$ cat config.mk
export PLATFORM = sky130hd
export DESIGN_NAME = tx_output_locator
export DESIGN_NICKNAME = d
export VERILOG_FILES = /design/src/rtl/txol_pkg.sv /design/src/rtl/txol_front.sv /design/src/rtl/txol_queue.sv /design/src/rtl/txol_parser.sv /design/src/rtl/tx_output_locator.sv
export SDC_FILE = /design/constraint.sdc
export NUM_CORES = 1
export LEC_CHECK = 0
export ABC_CLOCK_PERIOD_IN_PS = 10990
export CORE_MARGIN = 4
export CORE_UTILIZATION = 55
export CTS_CLUSTER_SIZE = 10
export DETAILED_ROUTE_END_ITERATION = 16
export DONT_BUFFER_PORTS = 1
export PLACE_DENSITY = 0.7
export RECOVER_POWER = 50
export SLEW_MARGIN = 25
export SYNTH_ARGS = -nofsm -noshare
export SYNTH_HDL_FRONTEND = slang
export SYNTH_SLANG_ARGS = --single-unit
$ cat constraint.sdc
create_clock -name clk -period 10.99 [get_ports clk]
set_clock_uncertainty 0.1 [all_clocks]
set_input_delay 1.099 -clock clk [delete_from_list [all_inputs] [get_ports clk]]
set_output_delay 1.099 -clock clk [all_outputs]
set_load 0.005 [all_outputs]
$ cat src/rtl/txol_pkg.sv
// ============================================================================
// txol_pkg
// Shared types and constants for the transaction output locator.
// ============================================================================
package txol_pkg;

    localparam int MAX_TX_BYTES = 65536;
    localparam int POS_W        = $clog2(MAX_TX_BYTES + 1);

    localparam logic [7:0] VL_TWO_PREFIX  = 8'd253;
    localparam logic [7:0] VL_FOUR_PREFIX = 8'd254;
    localparam int         HASH_BYTES     = 256 / 8;
    localparam int         OUTPOINT_BYTES = HASH_BYTES + 4;

    localparam int QUEUE_DEPTH = 4;
    localparam int QPTR_W      = $clog2(QUEUE_DEPTH);
    localparam int QCNT_W      = $clog2(QUEUE_DEPTH + 1);

    localparam int M_TDATA_W = 104;

    typedef enum logic [1:0] {
        CFG_OUTPUT_INDEX = 2'd0,
        CFG_CHECK_ONLY   = 2'd1,
        CFG_AMOUNT_LIMIT = 2'd2
    } cfg_index_t;

    typedef enum logic [2:0] {
        ST_OK         = 3'd0,
        ST_TRUNCATED  = 3'd1,
        ST_BAD_PREFIX = 3'd2,
        ST_RANGE      = 3'd3,
        ST_TOO_LARGE  = 3'd4,
        ST_TOO_LONG   = 3'd5
    } status_t;

    typedef enum logic [3:0] {
        PH_VERSION,
        PH_NIN,
        PH_IN_PREV,
        PH_IN_SSLEN,
        PH_IN_SCRIPT,
        PH_IN_SEQ,
        PH_NOUT,
        PH_OUT_VAL,
        PH_OUT_SKLEN,
        PH_OUT_SCRIPT,
        PH_LOCKTIME
    } phase_t;

    // Meaning of a byte if it opens a variable-length number.
    typedef enum logic [1:0] {
        VL_ONE,
        VL_TWO,
        VL_FOUR,
        VL_BAD
    } vl_class_t;

    typedef struct packed {
        logic [7:0] data;
        logic       last;
        vl_class_t  cls;
    } q_item_t;

    typedef struct packed {
        logic [15:0] output_index;
        logic        check_only;
        logic [63:0] amount_limit;
    } cfg_t;

endpackage

$ cat src/rtl/txol_front.sv
// ============================================================================
// txol_front
// Accepts transaction bytes and classifies each as a length prefix.
// ============================================================================
module txol_front (
    input  logic              s_tvalid,
    output logic              s_tready,
    input  logic [7:0]        s_tdata,   // [7:0] data_byte
    input  logic              s_tlast,   // last_byte
    input  logic              q_full,
    output logic              q_push,
    output txol_pkg::q_item_t q_item
);

    txol_pkg::vl_class_t cls;

    always_comb
    begin
        if (s_tdata < txol_pkg::VL_TWO_PREFIX)
        begin
            cls = txol_pkg::VL_ONE;
        end
        else if (s_tdata == txol_pkg::VL_TWO_PREFIX)
        begin
            cls = txol_pkg::VL_TWO;
        end
        else if (s_tdata == txol_pkg::VL_FOUR_PREFIX)
        begin
            cls = txol_pkg::VL_FOUR;
        end
        else
        begin
            cls = txol_pkg::VL_BAD;
        end
    end

    assign s_tready    = !q_full;
    assign q_push      = s_tvalid && !q_full;
    assign q_item.data = s_tdata;
    assign q_item.last = s_tlast;
    assign q_item.cls  = cls;

endmodule

$ cat src/rtl/txol_queue.sv
// ============================================================================
// txol_queue
// Short first-in first-out queue between the front and the parser.
// ============================================================================
module txol_queue (
    input  logic              clk,
    input  logic              rst_n,
    input  logic              push,
    input  txol_pkg::q_item_t push_item,
    output logic              full,
    input  logic              pop,
    output logic              head_valid,
    output txol_pkg::q_item_t head_item
);

    txol_pkg::q_item_t                 mem_reg [txol_pkg::QUEUE_DEPTH];
    logic [txol_pkg::QPTR_W-1:0]       wr_ptr_reg, wr_ptr_next;
    logic [txol_pkg::QPTR_W-1:0]       rd_ptr_reg, rd_ptr_next;
    logic [txol_pkg::QCNT_W-1:0]       count_reg, count_next;

    always_ff @(posedge clk)
    begin
        if (push)
        begin
            mem_reg[wr_ptr_reg] <= push_item;
        end
    end

    always_comb
    begin
        wr_ptr_next = push ? wr_ptr_reg + 1'b1 : wr_ptr_reg;
        rd_ptr_next = pop  ? rd_ptr_reg + 1'b1 : rd_ptr_reg;
        count_next  = count_reg;
        if (push && !pop)
        begin
            count_next = count_reg + 1'b1;
        end
        else if (pop && !push)
        begin
            count_next = count_reg - 1'b1;
        end
    end

    always_ff @(posedge clk or negedge rst_n)
    begin
        if (!rst_n)
        begin
            wr_ptr_reg <= '0;
            rd_ptr_reg <= '0;
            count_reg  <= '0;
        end
        else
        begin
            wr_ptr_reg <= wr_ptr_next;
            rd_ptr_reg <= rd_ptr_next;
            count_reg  <= count_next;
        end
    end

    assign full       = (count_reg == txol_pkg::QCNT_W'(txol_pkg::QUEUE_DEPTH));
    assign head_valid = (count_reg != '0);
    assign head_item  = mem_reg[rd_ptr_reg];

    a_no_overflow: assert property (@(posedge clk) disable iff (!rst_n)
        count_reg <= txol_pkg::QCNT_W'(txol_pkg::QUEUE_DEPTH))
        else $error("queue count beyond depth");

    a_pop_nonempty: assert property (@(posedge clk) disable iff (!rst_n)
        pop |-> head_valid)
        else $error("pop from empty queue");

endmodule

$ cat src/rtl/txol_parser.sv
// ============================================================================
// txol_parser
// Walks the transaction one byte per cycle, holding while a result waits untaken, and registers the result.
// ============================================================================
module txol_parser (
    input  logic                             clk,
    input  logic                             rst_n,
    input  txol_pkg::cfg_t                   cfg,
    input  logic                             head_valid,
    input  txol_pkg::q_item_t                head_item,
    output logic                             pop,
    output logic                             m_tvalid,
    input  logic                             m_tready,
    output logic [txol_pkg::M_TDATA_W-1:0]   m_tdata
);

    localparam int POS_W = txol_pkg::POS_W;

    logic [POS_W-1:0]       pos_reg, pos_next;
    txol_pkg::phase_t       phase_reg, phase_next;
    logic [3:0]             left_reg, left_next;
    logic [63:0]            acc_reg, acc_next;
    logic [2:0]             idx_reg, idx_next;
    logic [31:0]            inputs_reg, inputs_next;
    logic [31:0]            total_reg, total_next;
    logic [31:0]            counter_reg, counter_next;
    logic [31:0]            skip_reg, skip_next;
    logic [63:0]            captured_reg, captured_next;
    logic [15:0]            start_reg, start_next;
    logic                   finished_reg, finished_next;
    logic                   out_valid_reg, out_valid_next;
    logic [txol_pkg::M_TDATA_W-1:0] out_data_reg;

    logic                   res_valid;
    txol_pkg::status_t      res_status;
    logic                   ext, fdone, skipdone, osd;
    logic [63:0]            v;
    logic [63:0]            acc_new;
    logic [POS_W-1:0]       pos_inc;
    logic                   located;
    logic [15:0]            res_length;

    assign pop     = head_valid && (!out_valid_reg || m_tready);
    assign pos_inc = pos_reg + 1'b1;
    assign acc_new = acc_reg | ({56'd0, head_item.data} << {idx_reg, 3'b000});

    always_comb
    begin
        pos_next      = pos_reg;
        phase_next    = phase_reg;
        left_next     = left_reg;
        acc_next      = acc_reg;
        idx_next      = idx_reg;
        inputs_next   = inputs_reg;
        total_next    = total_reg;
        counter_next  = counter_reg;
        skip_next     = skip_reg;
        captured_next = captured_reg;
        start_next    = start_reg;
        finished_next = finished_reg;
        res_valid     = 1'b0;
        res_status    = txol_pkg::ST_OK;
        ext           = 1'b0;
        fdone         = 1'b0;
        skipdone      = 1'b0;
        osd           = 1'b0;
        v             = '0;

        if (pop && !finished_reg)
        begin
            if (pos_reg >= POS_W'(txol_pkg::MAX_TX_BYTES))
            begin
                res_valid  = 1'b1;
                res_status = txol_pkg::ST_TOO_LONG;
            end
            else
            begin
                pos_next = pos_inc;
                unique case (phase_reg)
                    txol_pkg::PH_NIN, txol_pkg::PH_IN_SSLEN,
                    txol_pkg::PH_NOUT, txol_pkg::PH_OUT_SKLEN:
                    begin
                        if (left_reg == 4'd0)
                        begin
                            unique case (head_item.cls)
                                txol_pkg::VL_ONE:
                                begin
                                    fdone = 1'b1;
                                    v     = {56'd0, head_item.data};
                                end
                                txol_pkg::VL_TWO:
                                begin
                                    left_next = 4'd2;
                                    acc_next  = '0;
                                    idx_next  = '0;
                                end
                                txol_pkg::VL_FOUR:
                                begin
                                    left_next = 4'd4;
                                    acc_next  = '0;
                                    idx_next  = '0;
                                end
                                default:
                                begin
                                    res_valid  = 1'b1;
                                    res_status = txol_pkg::ST_BAD_PREFIX;
                                end
                            endcase
                        end
                        else
                        begin
                            ext = 1'b1;
                        end
                    end
                    txol_pkg::PH_VERSION, txol_pkg::PH_IN_SEQ,
                    txol_pkg::PH_OUT_VAL, txol_pkg::PH_LOCKTIME:
                    begin
                        ext = 1'b1;
                    end
                    default:
                    begin
                        // Skipped bytes: outpoint and scripts.
                        skip_next = skip_reg - 1'b1;
                        skipdone  = (skip_reg == 32'd1);
                    end
                endcase

                if (ext)
                begin
                    acc_next  = acc_new;
                    idx_next  = idx_reg + 1'b1;
                    left_next = left_reg - 1'b1;
                    if (left_reg == 4'd1)
                    begin
                        fdone = 1'b1;
                        v     = acc_new;
                    end
                end

                if (skipdone)
                begin
                    priority case (phase_reg)
                        txol_pkg::PH_IN_PREV:
                        begin
                            phase_next = txol_pkg::PH_IN_SSLEN;
                            left_next  = 4'd0;
                            acc_next   = '0;
                            idx_next   = '0;
                        end
                        txol_pkg::PH_IN_SCRIPT:
                        begin
                            phase_next = txol_pkg::PH_IN_SEQ;
                            left_next  = 4'd4;
                            acc_next   = '0;
                            idx_next   = '0;
                        end
                        default:
                        begin
                            osd = 1'b1;
                        end
                    endcase
                end

                if (fdone)
                begin
                    unique case (phase_reg)
                        txol_pkg::PH_VERSION:
                        begin
                            phase_next = txol_pkg::PH_NIN;
                            left_next  = 4'd0;
                            acc_next   = '0;
                            idx_next   = '0;
                        end
                        txol_pkg::PH_NIN, txol_pkg::PH_IN_SEQ:
                        begin
                            // Either a fresh input count or the end of one input.
                            if (phase_reg == txol_pkg::PH_NIN)
                            begin
                                inputs_next = v[31] ? 32'd0 : v[31:0];
                            end
                            if (((phase_reg == txol_pkg::PH_NIN) ? inputs_next : inputs_reg)
                                == 32'd0)
                            begin
                                phase_next = txol_pkg::PH_NOUT;
                                left_next  = 4'd0;
                                acc_next   = '0;
                                idx_next   = '0;
                            end
                            else
                            begin
                                inputs_next = ((phase_reg == txol_pkg::PH_NIN)
                                               ? inputs_next : inputs_reg) - 1'b1;
                                phase_next  = txol_pkg::PH_IN_PREV;
                                skip_next   = 32'(txol_pkg::OUTPOINT_BYTES);
                            end
                        end
                        txol_pkg::PH_IN_SSLEN:
                        begin
                            if (v == 64'd0)
                            begin
                                phase_next = txol_pkg::PH_IN_SEQ;
                                left_next  = 4'd4;
                                acc_next   = '0;
                                idx_next   = '0;
                            end
                            else
                            begin
                                phase_next = txol_pkg::PH_IN_SCRIPT;
                                skip_next  = v[31:0];
                            end
                        end
                        txol_pkg::PH_NOUT:
                        begin
                            if (v[31] || (!cfg.check_only &&
                                          {16'd0, cfg.output_index} >= v[31:0]))
                            begin
                                res_valid  = 1'b1;
                                res_status = txol_pkg::ST_RANGE;
                            end
                            else
                            begin
                                total_next   = v[31:0];
                                counter_next = '0;
                                phase_next   = (v == 64'd0) ? txol_pkg::PH_LOCKTIME
                                                            : txol_pkg::PH_OUT_VAL;
                                left_next    = (v == 64'd0) ? 4'd4 : 4'd8;
                                acc_next     = '0;
                                idx_next     = '0;
                            end
                        end
                        txol_pkg::PH_OUT_VAL:
                        begin
                            if (!cfg.check_only && counter_reg == {16'd0, cfg.output_index})
                            begin
                                captured_next = v;
                                start_next    = 16'(pos_inc);
                            end
                            phase_next = txol_pkg::PH_OUT_SKLEN;
                            left_next  = 4'd0;
                            acc_next   = '0;
                            idx_next   = '0;
                        end
                        txol_pkg::PH_OUT_SKLEN:
                        begin
                            if (v == 64'd0)
                            begin
                                osd = 1'b1;
                            end
                            else
                            begin
                                phase_next = txol_pkg::PH_OUT_SCRIPT;
                                skip_next  = v[31:0];
                            end
                        end
                        txol_pkg::PH_LOCKTIME:
                        begin
                            res_valid  = 1'b1;
                            res_status = txol_pkg::ST_OK;
                        end
                        default:
                        begin
                        end
                    endcase
                end

                // End of one output's script.
                if (osd)
                begin
                    if (!cfg.check_only && counter_reg == {16'd0, cfg.output_index})
                    begin
                        res_valid  = 1'b1;
                        res_status = (captured_reg > cfg.amount_limit)
                                     ? txol_pkg::ST_TOO_LARGE : txol_pkg::ST_OK;
                    end
                    else
                    begin
                        counter_next = counter_reg + 1'b1;
                        acc_next     = '0;
                        idx_next     = '0;
                        if (counter_next == total_reg)
                        begin
                            if (!cfg.check_only)
                            begin
                                res_valid  = 1'b1;
                                res_status = txol_pkg::ST_RANGE;
                            end
                            else
                            begin
                                phase_next = txol_pkg::PH_LOCKTIME;
                                left_next  = 4'd4;
                            end
                        end
                        else
                        begin
                            phase_next = txol_pkg::PH_OUT_VAL;
                            left_next  = 4'd8;
                        end
                    end
                end

                if (!res_valid && head_item.last)
                begin
                    res_valid  = 1'b1;
                    res_status = txol_pkg::ST_TRUNCATED;
                end
            end
        end

        if (res_valid)
        begin
            finished_next = 1'b1;
        end

        // The last byte rearms the parser for the next transaction.
        if (pop && head_item.last)
        begin
            pos_next      = '0;
            phase_next    = txol_pkg::PH_VERSION;
            left_next     = 4'd4;
            acc_next      = '0;
            idx_next      = '0;
            inputs_next   = '0;
            total_next    = '0;
            counter_next  = '0;
            skip_next     = '0;
            captured_next = '0;
            start_next    = '0;
            finished_next = 1'b0;
        end
    end

    assign located    = (res_status == txol_pkg::ST_OK) && !cfg.check_only;
    assign res_length = 16'(pos_inc) - start_reg;

    always_comb
    begin
        out_valid_next = out_valid_reg;
        if (pop && res_valid)
        begin
            out_valid_next = 1'b1;
        end
        else if (m_tready)
        begin
            out_valid_next = 1'b0;
        end
    end

    always_ff @(posedge clk)
    begin
        if (pop && res_valid)
        begin
            out_data_reg <= {5'd0,
                             located ? res_length : 16'd0,
                             located ? start_reg : 16'd0,
                             located ? captured_reg : 64'd0,
                             res_status};
        end
    end

    always_ff @(posedge clk or negedge rst_n)
    begin
        if (!rst_n)
        begin
            pos_reg       <= '0;
            phase_reg     <= txol_pkg::PH_VERSION;
            left_reg      <= 4'd4;
            acc_reg       <= '0;
            idx_reg       <= '0;
            inputs_reg    <= '0;
            total_reg     <= '0;
            counter_reg   <= '0;
            skip_reg      <= '0;
            captured_reg  <= '0;
            start_reg     <= '0;
            finished_reg  <= 1'b0;
            out_valid_reg <= 1'b0;
        end
        else
        begin
            pos_reg       <= pos_next;
            phase_reg     <= phase_next;
            left_reg      <= left_next;
            acc_reg       <= acc_next;
            idx_reg       <= idx_next;
            inputs_reg    <= inputs_next;
            total_reg     <= total_next;
            counter_reg   <= counter_next;
            skip_reg      <= skip_next;
            captured_reg  <= captured_next;
            start_reg     <= start_next;
            finished_reg  <= finished_next;
            out_valid_reg <= out_valid_next;
        end
    end

    assign m_tvalid = out_valid_reg;
    assign m_tdata  = out_data_reg;

    // A result at the end of an output script leaves the phase in place with
    // nothing left to skip, so only an unfinished parse is checked.
    a_skip_nonzero: assert property (@(posedge clk) disable iff (!rst_n)
        (!finished_reg &&
         (phase_reg == txol_pkg::PH_IN_PREV || phase_reg == txol_pkg::PH_IN_SCRIPT ||
          phase_reg == txol_pkg::PH_OUT_SCRIPT)) |-> skip_reg != 32'd0)
        else $error("skip phase entered with nothing to skip");

    a_pos_bound: assert property (@(posedge clk) disable iff (!rst_n)
        pos_reg <= POS_W'(txol_pkg::MAX_TX_BYTES))
        else $error("byte position beyond transaction limit");

    a_finish_after_result: assert property (@(posedge clk) disable iff (!rst_n)
        (pop && res_valid && !head_item.last) |=> finished_reg)
        else $error("result given but parser not finished");

    a_no_result_when_done: assert property (@(posedge clk) disable iff (!rst_n)
        finished_reg |-> !res_valid)
        else $error("second result within one transaction");

endmodule

$ cat src/rtl/tx_output_locator.sv
// ============================================================================
// tx_output_locator
// Streaming locator of one output of a serialized transaction.
// ============================================================================
// The transaction arrives one byte per transfer on the s_ channel, with
// s_tlast on its final byte. The parser walks version, inputs and outputs
// and returns one result per transaction on the m_ channel: a status, and
// for a located output its amount, the offset of its script length prefix
// and the script length including that prefix.
// The cfg_ channel writes output_index (0), check_only (1) and the amount
// limit (2); it is always ready and must only be used while no transaction
// is in flight.
// An accepted byte enters a four-entry queue; the parser takes it from the
// queue head and loads any result it decides into the output register at
// that same edge; the output register drives m_tvalid. The parser retires
// one byte per cycle unless a result waits untaken, so the sustained rate is
// one byte per clock while the receiver keeps up.
// When the receiver stalls with a result waiting, the parser holds; the
// queue absorbs up to four more bytes and then s_tready drops until the
// result is taken.
// Reset clears the parser to the start of a transaction and restores the
// default register values (amount limit 2100000000000000).
// ============================================================================
module tx_output_locator (
    input  logic         clk,
    input  logic         rst_n,
    input  logic         s_tvalid,
    output logic         s_tready,
    input  logic [7:0]   s_tdata,     // [7:0] data_byte
    input  logic         s_tlast,     // last_byte
    output logic         m_tvalid,
    input  logic         m_tready,
    // [2:0] status, [66:3] amount, [82:67] script_offset,
    // [98:83] script_length, [103:99] zero
    output logic [103:0] m_tdata,
    input  logic         cfg_valid,
    output logic         cfg_ready,
    input  logic [1:0]   cfg_index,
    input  logic [63:0]  cfg_data
);

    txol_pkg::cfg_t    cfg_reg, cfg_next;
    txol_pkg::q_item_t push_item;
    txol_pkg::q_item_t head_item;
    logic              push;
    logic              q_full;
    logic              head_valid;
    logic              pop;

    // Configuration registers; writes to an unused index are dropped.
    always_comb
    begin
        cfg_next = cfg_reg;
        if (cfg_valid)
        begin
            unique case (cfg_index)
                txol_pkg::CFG_OUTPUT_INDEX: cfg_next.output_index = cfg_data[15:0];
                txol_pkg::CFG_CHECK_ONLY:   cfg_next.check_only   = cfg_data[0];
                txol_pkg::CFG_AMOUNT_LIMIT: cfg_next.amount_limit = cfg_data;
                default:
                begin
                end
            endcase
        end
    end

    always_ff @(posedge clk or negedge rst_n)
    begin
        if (!rst_n)
        begin
            cfg_reg.output_index <= '0;
            cfg_reg.check_only   <= 1'b0;
            cfg_reg.amount_limit <= 64'd2100000000000000;
        end
        else
        begin
            cfg_reg <= cfg_next;
        end
    end

    assign cfg_ready = 1'b1;

    txol_front u_front (
        .s_tvalid (s_tvalid),
        .s_tready (s_tready),
        .s_tdata  (s_tdata),
        .s_tlast  (s_tlast),
        .q_full   (q_full),
        .q_push   (push),
        .q_item   (push_item)
    );

    txol_queue u_queue (
        .clk        (clk),
        .rst_n      (rst_n),
        .push       (push),
        .push_item  (push_item),
        .full       (q_full),
        .pop        (pop),
        .head_valid (head_valid),
        .head_item  (head_item)
    );

    txol_parser u_parser (
        .clk        (clk),
        .rst_n      (rst_n),
        .cfg        (cfg_reg),
        .head_valid (head_valid),
        .head_item  (head_item),
        .pop        (pop),
        .m_tvalid   (m_tvalid),
        .m_tready   (m_tready),
        .m_tdata    (m_tdata)
    );

endmodule

Word level (Yosys, flattened, before mapping)
Memory sizes are Yosys's and may differ from the RTL's.
Index checks and enable logic that the tools add are counted.
- magnitude comparators: 4
- mux-type cells: 185
- equality and inequality tests: 22
- shift-type cells: 1
- bitwise operators: 1
- reduce and logical (&&, ||, !) cells: 53
- add/sub/neg operators: 11
- operator list (cell ; number):
    two-way mux 64 bit ; 27
    two-way mux 32 bit ; 33
    one-hot mux 64 bit (4 select lines) ; 1
    two-way mux 4 bit ; 28
    two-way mux 16 bit ; 6
    two-way mux 3 bit ; 30
    greater-than comparator 64 bit ; 1
    logical NOT 64 bit ; 1
    OR 64 bit ; 1
    one-hot mux 32 bit (2 select lines) ; 1
    left shift 8 x 6 -> 64 bit ; 1
    subtractor 32 x 1 -> 32 bit (second input constant) ; 2
    two-way mux 17 bit ; 3
    two-way mux 1 bit ; 42
    adder 32 x 1 -> 32 bit (second input constant) ; 1
    equality test 32 x 1 -> 1 bit (second input constant) ; 1
    equality test 32 x 16 -> 1 bit ; 1
    equality test 32 bit ; 1
    greater-or-equal comparator 16 x 32 -> 1 bit ; 1
    logical NOT 32 bit ; 1
    two-way mux 31 bit ; 1
    one-hot mux 4 bit (2 select lines) ; 3
    one-hot mux 4 bit (6 select lines) ; 1
    nonzero test 2 bit ; 9
    other kinds (37) ; 80
- input port bits: 80
- memories kept: 1
- word-level logic and storage cells: 299
- flip-flop bits (word level): 489
- bits in writable memories: 44
- memory list (name ; depth ; bits a word ; rd ports ; clocked after memory_dff ; write ports ; line ; text):
    u_queue.mem_reg ; 4 ; 11 ; 1 ; 0 ; 1 ; txol_queue.sv:16 ; txol_pkg::q_item_t mem_reg [txol_pkg::QUEUE_DEPTH];

Depth between registers and ports, before layout
Gate-level depths: netlist of run 1.
An unclocked memory read counts as a cell.
- word-level depth: 28
- depth in mapped cells: 22
- mapped depth without buffers: 17

Cells and area by module
A second synthesis of run 1 with hierarchy kept.
- cells, all modules: 3119
- area total of the unflattened synthesis: 30802.0 um2
- by module, submodules not included (module ; instances ; sequential area each (um2) ; cells an instance ; area each (um2)):
    txol_parser ; 1 ; 10531.4 ; 2837 ; 25335.5
    tx_output_locator ; 1 ; 2052.0 ; 175 ; 3377.0
    txol_queue ; 1 ; 1496.4 ; 91 ; 1988.2
    txol_front ; 1 ; 0.0 ; 16 ; 101.3

Worst setup path before layout of run 1
OpenSTA, ideal clock, no wires.
- kind: reg2reg
- from: register u_parser.left_reg[0]
- to: register u_parser.out_data_reg (netlist bit u_parser.m_tdata[0]), enable pin
- arrival: 8.179 ns
- slack: 2.154 ns
- buffers on the path: 3
- period minus slack after synthesis: 8.836 ns
- cell stages (with the launch flop): 21
- cells stage by stage: dfrtp_1 -> inv_1 -> ha_1 -> nor3b_1 -> a2bb2oi_1 -> a21o_1 -> buf_2 -> buf_1 -> buf_1 -> nor2_1 -> inv_1 -> ha_1 -> nand2_1 -> nor3_1 -> o21ai_0 -> o31ai_1 -> a21o_1 -> a22oi_1 -> o21a_1 -> nor4b_1 -> nor2_1
- cells in the longest elaborated chain, start to end: 26
- elaborated cells on any way between the ends: 44
- those cells by class: 1 x order compare; 1 x eq/ne; 35 x mux; 7 x reduce/logical
- RTL lines (what ; line ; text):
    start, declared ; txol_parser.sv:21 ; logic [3:0] left_reg, left_next;
    start signal, assigned ; txol_parser.sv:382 ; left_reg <= left_next;
    logical NOT 4 bit ; txol_parser.sv:83 ; if (left_reg == 4'd0)
    two-way mux 1 bit ; txol_parser.sv:83 ;
    one-hot mux 1 bit (2 select lines) ; txol_parser.sv:79 ; unique case (phase_reg)
    two-way mux 1 bit ; txol_parser.sv:71 ; if (pos_reg >= POS_W'(txol_pkg::MAX_TX_BYTES))
    two-way mux 1 bit ; txol_parser.sv:69 ; if (pop && !finished_reg)
    two-way mux 64 bit ; txol_parser.sv:128 ; if (ext)
    two-way mux 64 bit ; txol_parser.sv:71 ;
    two-way mux 64 bit ; txol_parser.sv:69 ;
    [... 10 more ...] ; - ;
    two-way mux 1 bit (*) ; txol_parser.sv:71 ;
    two-way mux 1 bit (*) ; txol_parser.sv:69 ;
    logical NOT 1 bit ; txol_parser.sv:301 ; if (!res_valid && head_item.last)
    logical AND 1 bit ; txol_parser.sv:301 ;
    two-way mux 1 bit (*) ; txol_parser.sv:301 ;
    two-way mux 1 bit (*) ; txol_parser.sv:71 ;
    two-way mux 1 bit (*) ; txol_parser.sv:69 ;
    logical AND 1 bit (*) ; txol_parser.sv:350 ; if (pop && res_valid)
    end signal, assigned ; txol_parser.sv:352 ; out_data_reg <= {5'd0,
    end, declared ; txol_parser.sv:32 ; logic [txol_pkg::M_TDATA_W-1:0] out_data_reg;
Every way passes the cells marked *; elsewhere a longest branch is shown, timed or not. The select of a mux whose other input is x is not followed.
A chain may end at the register's enable or synchronous reset.

Worst setup path in the final report of run 1
- from: register u_parser.phase_reg[2]
- to: register u_parser.out_data_reg (netlist bit u_parser.m_tdata[77]), enable pin
- cells in the longest elaborated chain, start to end: 26
- elaborated cells on any way between the ends: 57
- those cells by class: 1 x order compare; 9 x eq/ne; 36 x mux; 11 x reduce/logical
- RTL lines (what ; line ; text):
    start, declared ; txol_parser.sv:20 ; txol_pkg::phase_t phase_reg, phase_next;
    start signal, assigned ; txol_parser.sv:365 ; phase_reg <= txol_pkg::PH_VERSION;
    start signal, assigned ; txol_parser.sv:381 ; phase_reg <= phase_next;
    equality test 4 bit (tied with other cells) ; txol_parser.sv:79, txol_parser.sv:166 ;
    OR reduction 4 bit (on tied branches) ; - ;
    one-hot mux 1 bit (2 select lines) ; txol_parser.sv:79 ;
    two-way mux 1 bit ; txol_parser.sv:71 ;
    two-way mux 1 bit ; txol_parser.sv:69 ;
    two-way mux 64 bit ; txol_parser.sv:128 ;
    two-way mux 64 bit ; txol_parser.sv:71 ;
    two-way mux 64 bit ; txol_parser.sv:69 ;
    [... 10 more ...] ; - ;
    two-way mux 1 bit (*) ; txol_parser.sv:71 ;
    two-way mux 1 bit (*) ; txol_parser.sv:69 ;
    logical NOT 1 bit ; txol_parser.sv:301 ;
    logical AND 1 bit ; txol_parser.sv:301 ;
    two-way mux 1 bit (*) ; txol_parser.sv:301 ;
    two-way mux 1 bit (*) ; txol_parser.sv:71 ;
    two-way mux 1 bit (*) ; txol_parser.sv:69 ;
    logical AND 1 bit (*) ; txol_parser.sv:350 ;
Marked as above.

==> metrics, run 1 <==
launch point of the worst path u_parser.phase_reg[2]; post-layout net count 3239; IO Port Bufs 0; most frequent cells in the layout sky130_fd_sc_hd__dfrtp_1, sky130_fd_sc_hd__nand2_1, sky130_fd_sc_hd__a21oi_1, sky130_fd_sc_hd__nor2_1, sky130_fd_sc_hd__o21ai_0; buffer type at the clock tree root sky130_fd_sc_hd__clkbuf_16; final-report max-slew violation count 83; htree depth 3; Leakage Power 13.5 nW; Slew headroom -146%; setup tns final 0 ns; global-route congestion overflow total 0; Pre-antenna DRT Iters 8; number of synthesized flops with an enable pin 143; full die area 58500 um^2; routed vias 24880; average wire per cell in the routed design 24.5 um; failing checks max-capacitance violations, max-slew violations; clock tree from TritonCTS done; share of layout cells above drive strength 1 9.58%; post-synth cell types 92; number of max-cap violations 2; vias per inst 6.57; RSZ-0062 raised after global routing no; CTS clock-pin slew for the worst setup and hold paths 0.06 ns; Total GRT Usage 30.9%; number of standard cells after synthesis 3124; IO Pins 187; standard-cell rows 85; Post-DRT Antenna Nets 0; transition time of the tightest slew-check pin 3.69 ns; sequential-to-total area share from yosys stat 46.8%; outcome finished with violations; Routed WL 92.6 mm; post-synthesis to final-layout area growth 8.00%; cts hold-fix bufs 0; M1 wire length 40.4 mm; Data required, critical path 11.12 ns; Floorplan Core Area 53900 um^2; final core utilization 60.2%; Synth async-reset ratio 73.2%; number of buffers inserted during clock tree synthesis 66; buffer count from post-CTS setup fixing 0; share of cell area taken by muxes after synthesis 4.43%; peak fanout along the critical path 38; fraction of the mapped netlist area in compound gates 16.9%; YS warnings 0; first-pass GRT wire length 144 mm; top layer used by detailed routing met5; type of element launching the critical path register; Synth Flop Type sky130_fd_sc_hd__dfrtp_1; routability cong. 0.996; worst min-delay path class primary input to asynchronous set/reset pin; routed wire length on met2 41.4 mm; Worst Path Arrival 7.08 ns; Worst Setup Path Type register to register; Critical Path Sink Type register; CTS Sinks 533; post-route DRC violation count 0; DR WL met3 7.49 mm; combinational family with the most area after synthesis simple AND/OR/NAND/NOR gates; average footprint of a synthesized cell 9.62 um^2; # setup viols final 0; post-cts sizing count 0; Fin Hold WS 0.114 ns; vias in the first global route 24030; startpoint of the worst register-to-register path u_parser.phase_reg[2]; minimum period implied by the final worst setup slack 6.94 ns; #FFs+latches synth 533; Longest Clk Path Bufs 3; final worst path period share 63.2%; chip width 242 um; dpl hpwl 64.7 mm; pin count of the biggest net entering global routing 391; initial cell density of the core 55.8%; maximum clock rate 144 MHz; clock insertion delay at the later pin of the skew report 0.59 ns; Synth Area in XOR/XNOR 3.43%; Max rail drop VDD 179 uV; antenna violations before repair 2; number of flip-flops under the largest register name 99; final number of hold-violating endpoints 0; share of synthesized cell area in and, or, nand and nor gates 18.6%; PwrDens 243 nW/um^2; Iteration-0 DRC Markers 2651; Die Ht 242 um; cell area after synthesis 30100 um^2; most frequent standard cell in the layout excluding fill and tap cells sky130_fd_sc_hd__dfrtp_1; post-synthesis share of cell area spent on full adders, half adders and majority gates 4.92%
## critical path, stage by stage, from the launching register on
cell and delay, ns:
sky130_fd_sc_hd__dfrtp_1 0.60, sky130_fd_sc_hd__or4b_1 0.62, sky130_fd_sc_hd__a22oi_2 0.49, sky130_fd_sc_hd__a21o_1 0.48, sky130_fd_sc_hd__buf_4 0.33, sky130_fd_sc_hd__o21ai_1 0.27, sky130_fd_sc_hd__ha_1 0.36, sky130_fd_sc_hd__nand2b_1 0.10
sky130_fd_sc_hd__a211oi_1 0.06, sky130_fd_sc_hd__nor3_1 0.16, sky130_fd_sc_hd__o21ai_0 0.12, sky130_fd_sc_hd__o31ai_1 0.53, sky130_fd_sc_hd__a21o_1 0.33, sky130_fd_sc_hd__a22oi_1 0.15, sky130_fd_sc_hd__o21a_1 0.24, sky130_fd_sc_hd__nor4b_1 0.22
sky130_fd_sc_hd__nor2_4 0.83, sky130_fd_sc_hd__buf_4 0.55
## path summary, 6_finish.rpt
kind | endpoint | slack (ns) | cells past startpoint
min in group clk | u_parser.acc_reg[47] | 0.39 | 1
max reg2reg | u_parser.m_tdata[77] | 4.05 | 17
max in group asynchronous | u_parser.counter_reg[26] | 9.83 | 0
min reg2reg | u_parser.acc_reg[47] | 0.39 | 1
max | u_parser.m_tdata[77] | 4.05 | 17
min | cfg_reg[34] | 0.11 | 0
## metrics by stage
| stage | setup WS (ns) | instances | instance area, um^2 | power (mW) |
|---|---|---|---|---|
| floorplan | 2.15 | 3128 | 30100 | 4.90 |
| global placement | 4.35 | 3669 | 30500 | 5.75 |
| detailed placement | 4.17 | 3669 | 30500 | 5.82 |
| CTS | 4.12 | 3784 | 32400 | 7.83 |
| global route | 3.65 | 3785 | 32500 | 8.27 |
| finish | 4.05 | 3786 | 32500 | 7.88 |
## Yosys cell counts, types with 12 or more instances
| library cell | instances | area [um^2] |
|---|---|---|
| sky130_fd_sc_hd__nor3_1 | 152 | 761 |
| sky130_fd_sc_hd__o21ai_0 | 180 | 901 |
| sky130_fd_sc_hd__a31oi_1 | 19 | 119 |
| sky130_fd_sc_hd__and3_1 | 27 | 169 |
| sky130_fd_sc_hd__nor3b_1 | 77 | 578 |
| sky130_fd_sc_hd__dfrtp_1 | 369 | 9230 |
| sky130_fd_sc_hd__o31ai_1 | 38 | 285 |
| sky130_fd_sc_hd__inv_1 | 139 | 522 |
| sky130_fd_sc_hd__o21ai_1 | 12 | 60.1 |
| sky130_fd_sc_hd__a21o_1 | 37 | 278 |
| sky130_fd_sc_hd__nor2_1 | 200 | 751 |
| sky130_fd_sc_hd__buf_2 | 41 | 205 |
| sky130_fd_sc_hd__nand2_1 | 365 | 1370 |
| sky130_fd_sc_hd__clkbuf_1 | 129 | 484 |
| sky130_fd_sc_hd__nand2b_1 | 14 | 87.6 |
| sky130_fd_sc_hd__nor4_1 | 42 | 263 |
| sky130_fd_sc_hd__a21oi_1 | 209 | 1050 |
| sky130_fd_sc_hd__edfxtp_1 | 143 | 4290 |
| sky130_fd_sc_hd__mux2_2 | 85 | 957 |
| sky130_fd_sc_hd__nor2b_1 | 19 | 119 |
| sky130_fd_sc_hd__nand4_1 | 46 | 288 |
| sky130_fd_sc_hd__and2_1 | 12 | 75.1 |
| sky130_fd_sc_hd__o211ai_1 | 19 | 143 |
| sky130_fd_sc_hd__xnor2_1 | 54 | 473 |
| sky130_fd_sc_hd__mux2i_1 | 12 | 120 |
| sky130_fd_sc_hd__a22oi_1 | 14 | 105 |
| sky130_fd_sc_hd__or3_1 | 20 | 125 |
| sky130_fd_sc_hd__a211oi_1 | 54 | 405 |
| sky130_fd_sc_hd__o21a_1 | 72 | 541 |
| sky130_fd_sc_hd__dfstp_2 | 21 | 552 |
| sky130_fd_sc_hd__o311a_1 | 13 | 130 |
| sky130_fd_sc_hd__nand3_1 | 71 | 355 |
| sky130_fd_sc_hd__a22o_1 | 15 | 131 |
| sky130_fd_sc_hd__buf_4 | 18 | 135 |
| sky130_fd_sc_hd__ha_1 | 115 | 1440 |
| sky130_fd_sc_hd__xor2_1 | 61 | 534 |
## power breakdown
part	switching (mW)	internal [mW]	leakage [nW]
registers	0.314	2.48	6.60
clock network	0.828	1.18	0.934
logic	2.18	0.898	5.92
total	3.32	4.56	13.5
## area by class of cell
type / count / area, um^2
flip-flops and latches: 533 / 14100
repair buffers: 51 / 399
well taps: 696 / 871
diodes: 1 / 2.50
clock inverters: 8 / 80.1
inverters: 139 / 522
clock buffers: 107 / 1860
multi-input cells: 2251 / 14700
fillers: 4550 / 21500
## metal layers
layer  global-route usage (%)  vias to the layer above
met4                     11.1                        2
met3                     6.30                      215
met2                     47.2                     1128
li1                         -                    11160
met1                     44.2                    12375
met5                        0                        -
## cells by family (layout without fill, tap and decap cells)
kind of cell | after synthesis | in the layout
compound gates | 786 | 786
xor+xnor | 116 | 116
fa+ha+maj | 117 | 117
buf+inv | 344 | 305
flops | 533 | 533
mux | 108 | 108
other cells | 2 | 7
simple gates | 1118 | 1118
Power figures use the tool's default switching activity.
==> run 2, diff against run 1 <==
Settings changed: ABC_CLOCK_PERIOD_IN_PS 10990 to 5900, PLACE_DENSITY 0.7 to 0.73.
Clock period 10.99 ns to 5.9 ns, I/O delays scaled along.
==> run 2 against run 1 <==
The flow finishes with violations (negative hold slack, max-capacitance violations, max-slew violations). Count of clock-buffer cells in the layout is 3 higher. Maximum frequency increased by 21%. Combinational power is 99% higher. Core utilization is 2.1 points higher. Largest power group unchanged.
==> metrics, run 2 (synthesis gave the netlist of run 1 again) <==
delay of the slowest cell on the worst path 0.66 ns; endpoint of the lowest-slack register-to-register path u_parser.m_tdata[35]; Antenna diodes 0; global-route congestion overflow total 0; fraction of power spent switching nets 42.1%; worst min-delay path class primary input to asynchronous set/reset pin; post-route DRC violation count 0; sequential cell area 14100 um^2; number of buffers inserted during clock tree synthesis 61; post-layout net count 3357; most frequent standard cell in the layout excluding fill and tap cells sky130_fd_sc_hd__dfrtp_1; RSZ-0062 raised after global routing no; Critical Path Sink Type register; number of flip-flops under the largest register name 99; routed vias 25352; filler instances 4388; routability cong. 0.960; most frequent cells in the layout sky130_fd_sc_hd__dfrtp_1, sky130_fd_sc_hd__nand2_1, sky130_fd_sc_hd__a21oi_1, sky130_fd_sc_hd__nor2_1, sky130_fd_sc_hd__o21ai_0; register-to-register path setup slack 0.18 ns; Die Ht 242 um; peak fanout along the critical path 48; launch point of the worst path u_queue.rd_ptr_reg[0]; full die area 58500 um^2; area used by multi-input combinational logic 14700 um^2; clock insertion delay at the later pin of the skew report 0.65 ns; pin count of the biggest net entering global routing 391; Leakage Power 14.0 nW; htree depth 2; placement-stage cell area 31000 um^2; Longest Clk Path Bufs 3; final worst path period share 97.0%; average wire per cell in the routed design 24.8 um; share of layout cells above drive strength 1 10.2%; number of cells after detailed placement 3720; clock tree from TritonCTS done; minimum period implied by the final worst setup slack 5.72 ns; maximum clock rate 175 MHz; Iteration-0 DRC Markers 2956; IO Pins 187; post-synthesis to final-layout area growth 11.8%; failing checks negative hold slack, max-capacitance violations, max-slew violations; initial cell density of the core 55.8%; Routed WL 96.8 mm; final core utilization 62.3%; startpoint of the worst register-to-register path u_queue.rd_ptr_reg[0]; antenna violations before repair 0; number of max-cap violations 2; IO Port Bufs 0; sequential share of power 35.0%; chip width 242 um; CTS clock-pin slew for the worst setup and hold paths 0.06 ns; Cell Int Power 8.66 mW; Slew headroom -144%; Total GRT Usage 32.2%; transition time of the tightest slew-check pin 3.66 ns; vias per inst 6.49; standard-cell rows 85; buffer type at the clock tree root sky130_fd_sc_hd__clkbuf_16; number of non-filler instances in the completed layout 3909; Max rail drop VDD 276 uV; type of element launching the critical path register; capturing instance or port of the critical path u_parser.m_tdata[35]; total power 15.0 mW; dpl hpwl 68.2 mm; PwrDens 445 nW/um^2; combinational share of power 41.0%; Critical-path top delay cell sky130_fd_sc_hd__mux4_2; worst-case reg-to-reg path depth 13; Final Cell Area 33600 um^2; Pre-antenna DRT Iters 6; worst path cell trace buf_4 -> mux4_2 -> buf_4 -> o31a_1 -> nor4_2 -> nand4_1 -> nor4_2 -> a221oi_1 -> nor4b_2 -> o211ai_1 -> nand3_4 -> buf_12 -> nor3b_1; switching power 6.30 mW; CTS Sinks 533; # setup viols final 0; vias in the first global route 24730; Data required, critical path 6.18 ns; outcome finished with violations; cts hold-fix bufs 73; final-report max-slew violation count 83; first-pass GRT wire length 149 mm; Floorplan Core Area 53900 um^2; portion of total power attributed to the clock network 24.0%; Worst Path Arrival 6.00 ns; Post-DRT Antenna Nets 0; Worst Setup Path Type register to register; setup tns final 0 ns; Fin Hold WS -0.422 ns; final number of hold-violating endpoints 369
## run 2: cell types whose count changed in the layout (fill, tap and decap cells not counted), sizes merged
cell / before / now
dlygate4sd3: 0 / 73
inv: 142 / 140
diode: 1 / 0
buf: 50 / 99
clkbuf: 108 / 112
## run 2: cell type report
| type | instances | area share (%) |
|---|---|---|
| clock buffers | 110 | 5.24 |
| flip-flops and latches | 533 | 41.9 |
| inverters | 139 | 1.55 |
| multi-input cells | 2251 | 43.6 |
| clock inverters | 6 | 0.283 |
| well taps | 696 | 2.59 |
| repair buffers | 174 | 4.82 |
## run 2: critical path, delay by kind of cell (launching register included)
family | cells | cell delay [ns]
AOI/OAI and AO/OA | 3 | 1.00
buffers and inverters | 3 | 0.80
DFF | 1 | 0.63
muxes | 1 | 0.66
and+or+nand+nor | 6 | 2.22
## run 2: per-layer routing
metal	GRT usage, %	wire, um
met5	0	0
met4	12.6	4040
met3	6.52	8300
met2	49.9	44100
met1	45.1	40400
## run 2: worst min-delay path by stage
stage / start / end / slack, ns / cells after the start
2_1_floorplan: rst_n / cfg_reg[0] / 0.19 / 0
3_3_place_gp: rst_n / u_queue.wr_ptr_reg[0] / 0.23 / 0
6_report: rst_n / u_queue.wr_ptr_reg[1] / -0.42 / 0
5_1_grt: rst_n / u_queue.wr_ptr_reg[1] / -0.44 / 0
4_1_cts: rst_n / u_queue.wr_ptr_reg[1] / -0.46 / 0
3_5_place_dp: rst_n / u_queue.wr_ptr_reg[1] / 0.22 / 0
## run 2: stage by stage
step           setup WS, ns  hold slack, ns
6_report              0.179          -0.422
5_1_grt              0.0120          -0.441
4_1_cts               0.167          -0.463
3_5_place_dp         -0.281           0.223
3_3_place_gp         -0.162           0.225
2_1_floorplan        0.0846           0.194
## run 2: repair_timing
action,4_1_cts,5_1_grt
resized for setup,2,1
buffers inserted,0,0
endpoints found under the hold margin,506,377
endpoints found under the setup margin,89,96
## run 2: power groups by stage
stage / combinational [mW] / sequential [mW] / clock [mW]
after floorplan: 4.10 / 4.99 / 0
after global routing: 6.59 / 5.30 / 3.81
after CTS: 6.00 / 5.23 / 3.63
after detailed placement: 5.92 / 5.29 / 0
final: 6.13 / 5.24 / 3.59
after global placement: 5.83 / 5.27 / 0
